File: src/design/sptpe_ram.sv
// ----------------------------------------------------------------------------
// sptpe_ram
// Generic simple dual-port RAM: one write port, one read port, registered
// read data that holds while no read is issued. Read returns old data.
// ----------------------------------------------------------------------------
module sptpe_ram #(
  parameter int unsigned Width = 8,
  parameter int unsigned Depth = 256
) (
  input  logic                     clk_i,
  input  logic                     we_i,
  input  logic [$clog2(Depth)-1:0] waddr_i,
  input  logic [Width-1:0]         wdata_i,
  input  logic                     re_i,
  input  logic [$clog2(Depth)-1:0] raddr_i,
  output logic [Width-1:0]         rdata_o
);

  logic [Width-1:0] mem [Depth];

  // Write port
  always_ff @(posedge clk_i) begin
    if (we_i) begin
      mem[waddr_i] <= wdata_i;
    end
  end

  // Registered read port
  always_ff @(posedge clk_i) begin
    if (re_i) begin
      rdata_o <= mem[raddr_i];
    end
  end

endmodule

File: config.mk
export PLATFORM = sky130hd
export DESIGN_NAME = sptpe_ram
export DESIGN_NICKNAME = d
export VERILOG_FILES = /design/src/design/sptpe_ram.sv
export SDC_FILE = /design/constraint.sdc
export NUM_CORES = 2
export LEC_CHECK = 0
export ABC_CLOCK_PERIOD_IN_PS = 3000
export BUFFER_PORTS_ARGS = -buffer_cell sky130_fd_sc_hd__buf_4
export CAP_MARGIN = 20
export CORE_MARGIN = 8
export CORE_UTILIZATION = 55
export DETAILED_ROUTE_END_ITERATION = 12
export GPL_TIMING_DRIVEN = 0
export PLACE_DENSITY = 0.73
export SLEW_MARGIN = 5
export SYNTH_ARGS = -nofsm -noshare
export SYNTH_HDL_FRONTEND = slang
export SYNTH_SLANG_ARGS = --single-unit
File: constraint.sdc
create_clock -name clk_i -period 3 [get_ports clk_i]
set_clock_uncertainty 0.2 [all_clocks]
set_input_delay 0.15 -clock clk_i [delete_from_list [all_inputs] [get_ports clk_i]]
set_output_delay 0.15 -clock clk_i [all_outputs]
set_load 0.01 [all_outputs]
==> flow_metrics.py <==
metrics = {
    "critical_path": {
        "crit_chain": "clkbuf_1, nor2_1, nand4_1, clkbuf_2, nor2_1",
        "rr_worst_depth": 6,
        "max_stage_delay_ns": 0.88,
        "end_kind": "flop",
        "critical_path_class": "input pin to flop",
        "worst_setup_path_start_kind": "input pin",
        "cp_data_required_time_ns": 3.25,
        "r2r_end": "rdata_o[2]$_DFFE_PP_",
        "rrSetupSlack_ns": 0,
        "startpoint": "waddr_i[2]",
        "path_max_fanout": 10,
        "crit_arrival_ns": 3.51,
        "cp_slowest_cell": "nand4_1",
        "crit_end": "mem[115][6]$_DFFE_PP_",
        "rr_startpoint": "mem[135][2]$_DFFE_PP_",
        "cpMostUsedCell": "nor2_1",
    },
    "synthesis": {
        "synth_xor_area_share_pct": 0,
        "ys_types": 54,
        "ys.flop_type": "edfxtp_1",
        "synth_compound_area_share_pct": 3.42,
        "synth_cells": 3733,
        "syn_avg_cell_area_sq_um": 21.3,
        "yosysSeqAreaShare_pct": 77.5,
        "synthesis.area_sq_um": 79600,
        "synth_nets": 3760,
        "synth_top_family_by_area": "multiplexers",
        "yosysWarnings": 0,
        "synth_top_cell_by_area": "edfxtp_1",
        "netlist_top_cells_count": "edfxtp_1, mux4_2, nor2_1, mux2i_1, a22oi_1",
        "synthMuxAreaShare_pct": 14.6,
        "synthSimpleGateAreaFrac_pct": 2.63,
        "synthAdderAreaFrac_pct": 0,
        "netlist_top_cells_area": "edfxtp_1, mux4_2, mux2i_1, nor2_1, a22oi_1",
        "synth_top_cell_area_share_pct": 77.5,
        "ys_seq_elements": 2056,
        "async_reset_ff_share_pct": 0,
        "synth_edf_count": 2056,
        "synth_most_common_cell": "edfxtp_1",
    },
    "global_routing": {
        "antenna_found_initial": 9,
        "grt_pass1_vias": 41500,
        "grt_pass1_wl_mm": 320,
        "overflow": 0,
        "track_usage_pct": 29.3,
        "grt_max_degree": 153,
    },
    "place": {
        "place_congestion": 0.982,
        "place_area_sq_um": 82900,
        "place_hpwl_mm": 154,
        "port_buffers": 27,
    },
    "timing": {
        "min_period_ns": 3.26,
        "hold_violations": 0,
        "post-route-period-util_pct": 109,
        "fmax_ghz": 0.307,
        "layout_setup_ws_ns": -0.262,
        "drv_slew": 0,
        "finalSetupViolations": 413,
        "worstMarginPinSlew_ns": 1.20,
        "relSlewSlack_pct": 19.6,
        "rsz0062_at_grt": "yes",
    },
    "clock_tree": {
        "cts-root-buf": "clkbuf_16",
        "cts_tree": "built",
        "cts_num_sinks": 2056,
        "clock_path_buffers": 3,
        "htree_levels": 4,
        "cts_inserted_buffers": 198,
        "clkSlewWorstSetupHoldPaths_ns": 0.06,
        "insertion_delay_ns": 0.84,
    },
    "route": {
        "first_pass_iters": 9,
        "drtIter0Drc": 7682,
        "drc": 0,
        "ant_nets": 0,
        "avgRoutedWirePerCell_um": 38.3,
        "wl_mm": 234,
        "avgViaCountPerCell": 7.01,
        "vias": 42700,
    },
    "final_layout": {
        "fillCellCount": 9591,
        "final_core_util_pct": 62.5,
        "stdcell_area_sq_um": 89700,
        "drive_above_1_share_pct": 23.9,
        "num-nets-final": 4043,
        "area_delta_synth_final_pct": 12.7,
    },
    "die": {
        "die_w_um": 397,
        "rows": 139,
        "ioPinCount": 35,
        "die_h_um": 397,
        "coreArea_sq_um": 144000,
        "initial_core_util_pct": 55.4,
        "dieArea_sq_um": 157000,
    },
    "power_and_ir_drop": {
        "p_leak_nw": 27.7,
        "p_per_area_nw_per_um2": 661,
        "vdd_drop_max_mv": 0.648,
    },
    "outcome": {
        "status": "finished, violations left",
        "violations": "negative setup slack",
    },
    "flow_run": {
        "cap_violations": 0,
    },
    "min_path": {
        "hp-class": "input pin to flop",
    },
}
==> cell usage in the layout, fill, tap and decap left out, types with 33 or more instances in the layout <==
cell type	count
buf_4	60
clkbuf_1	113
a22oi_1	132
edfxtp_1	2056
clkbuf_16	200
clkbuf_2	41
buf_8	35
a21oi_1	93
clkinv_1	55
o221ai_1	46
nor2_1	262
nand3_1	34
mux2i_1	134
mux4_2	454
nand2_1	33
==> report_power, final <==
group / internal [mW] / switching [mW] / total (mW)
clock network: 13.5 / 10.7 / 24.1
logic: 1.10 / 2.39 / 3.48
registers: 31.7 / 0.0292 / 31.7
total: 46.2 / 13.1 / 59.3
==> how the worst min path moves through the flow <==
stage	from	to	slack [ns]	cells past startpoint
floorplan	wdata_i[0]	mem[0][0]$_DFFE_PP_	0.05	0
global placement	re_i	rdata_o[2]$_DFFE_PP_	0.31	1
detailed placement	re_i	rdata_o[2]$_DFFE_PP_	0.31	1
CTS	waddr_i[0]	mem[163][7]$_DFFE_PP_	0.003	3
global route	waddr_i[5]	mem[114][6]$_DFFE_PP_	0.005	3
finish	waddr_i[5]	mem[114][1]$_DFFE_PP_	0.04	3
==> kinds of logic (layout without fill, tap and decap cells) <==
family | count (synthesis) | count (layout)
compound gates | 385 | 385
buf+inv | 235 | 678
flops | 2056 | 2056
mux | 591 | 591
other cells | 0 | 12
simple gates | 466 | 466
==> metal layers <==
layer | vias to the layer above | global-route usage (%) | routed length, um
li1 | 16300 | - | -
met1 | 22000 | 38.8 | 80000
met2 | 3623 | 43.8 | 105000
met3 | 715 | 9.87 | 34400
met4 | 10 | 14.7 | 14300
met5 | - | 1.08 | 161
==> sequential cells by signal (all words and copies together), names as in the netlist <==
| name | flops |
|---|---|
| rdata_o | 8 |
| mem | 2048 |
==> through the flow <==
| step | instances | setup slack (ns) | power [mW] | hold WS [ns] | TNS [ns] |
|---|---|---|---|---|---|
| 2_1_floorplan | 3733 | 0.574 | 33.9 | 0.0489 | 0 |
| 3_3_place_gp | 5663 | -2.23 | 35.5 | 0.312 | -1028.36 |
| 3_5_place_dp | 5697 | -1.94 | 35.6 | 0.315 | -615.63 |
| 4_1_cts | 6073 | 0.0245 | 59.2 | 0.00263 | 0 |
| 5_1_grt | 6079 | -0.0358 | 60.4 | 0.00475 | -0.853 |
| 6_report | 6091 | -0.262 | 59.3 | 0.0416 | -31.43 |
==> worst max-delay path, delay by kind of cell <==
kind	cells	cell delay [ns]
AND/OR/NAND/NOR	3	2.33
buffers and inverters	2	1.02
==> what timing repair did <==
item	in CTS	in global routing
gates cloned	0	0
setup buffers	0	3
hold endpoints to repair	1042	8
pin swaps	0	2
setup endpoints to repair	24	205
gates resized for setup	69	32
hold buffers	17	1
==> area by class of cell <==
type	count	area [sq um]	share of cell area, %
multi-input combinational	1442	16800	18.7
inverter	2	7.51	0.00837
antenna	12	30.0	0.0335
tap	1903	2380	2.65
timing repair buffer	86	1080	1.20
clock buffer	245	5170	5.77
clock inverter	115	1020	1.14
buffer	230	1530	1.71
sequential	2056	61700	68.8
No activity file was read; power rests on OpenSTA's default activity.
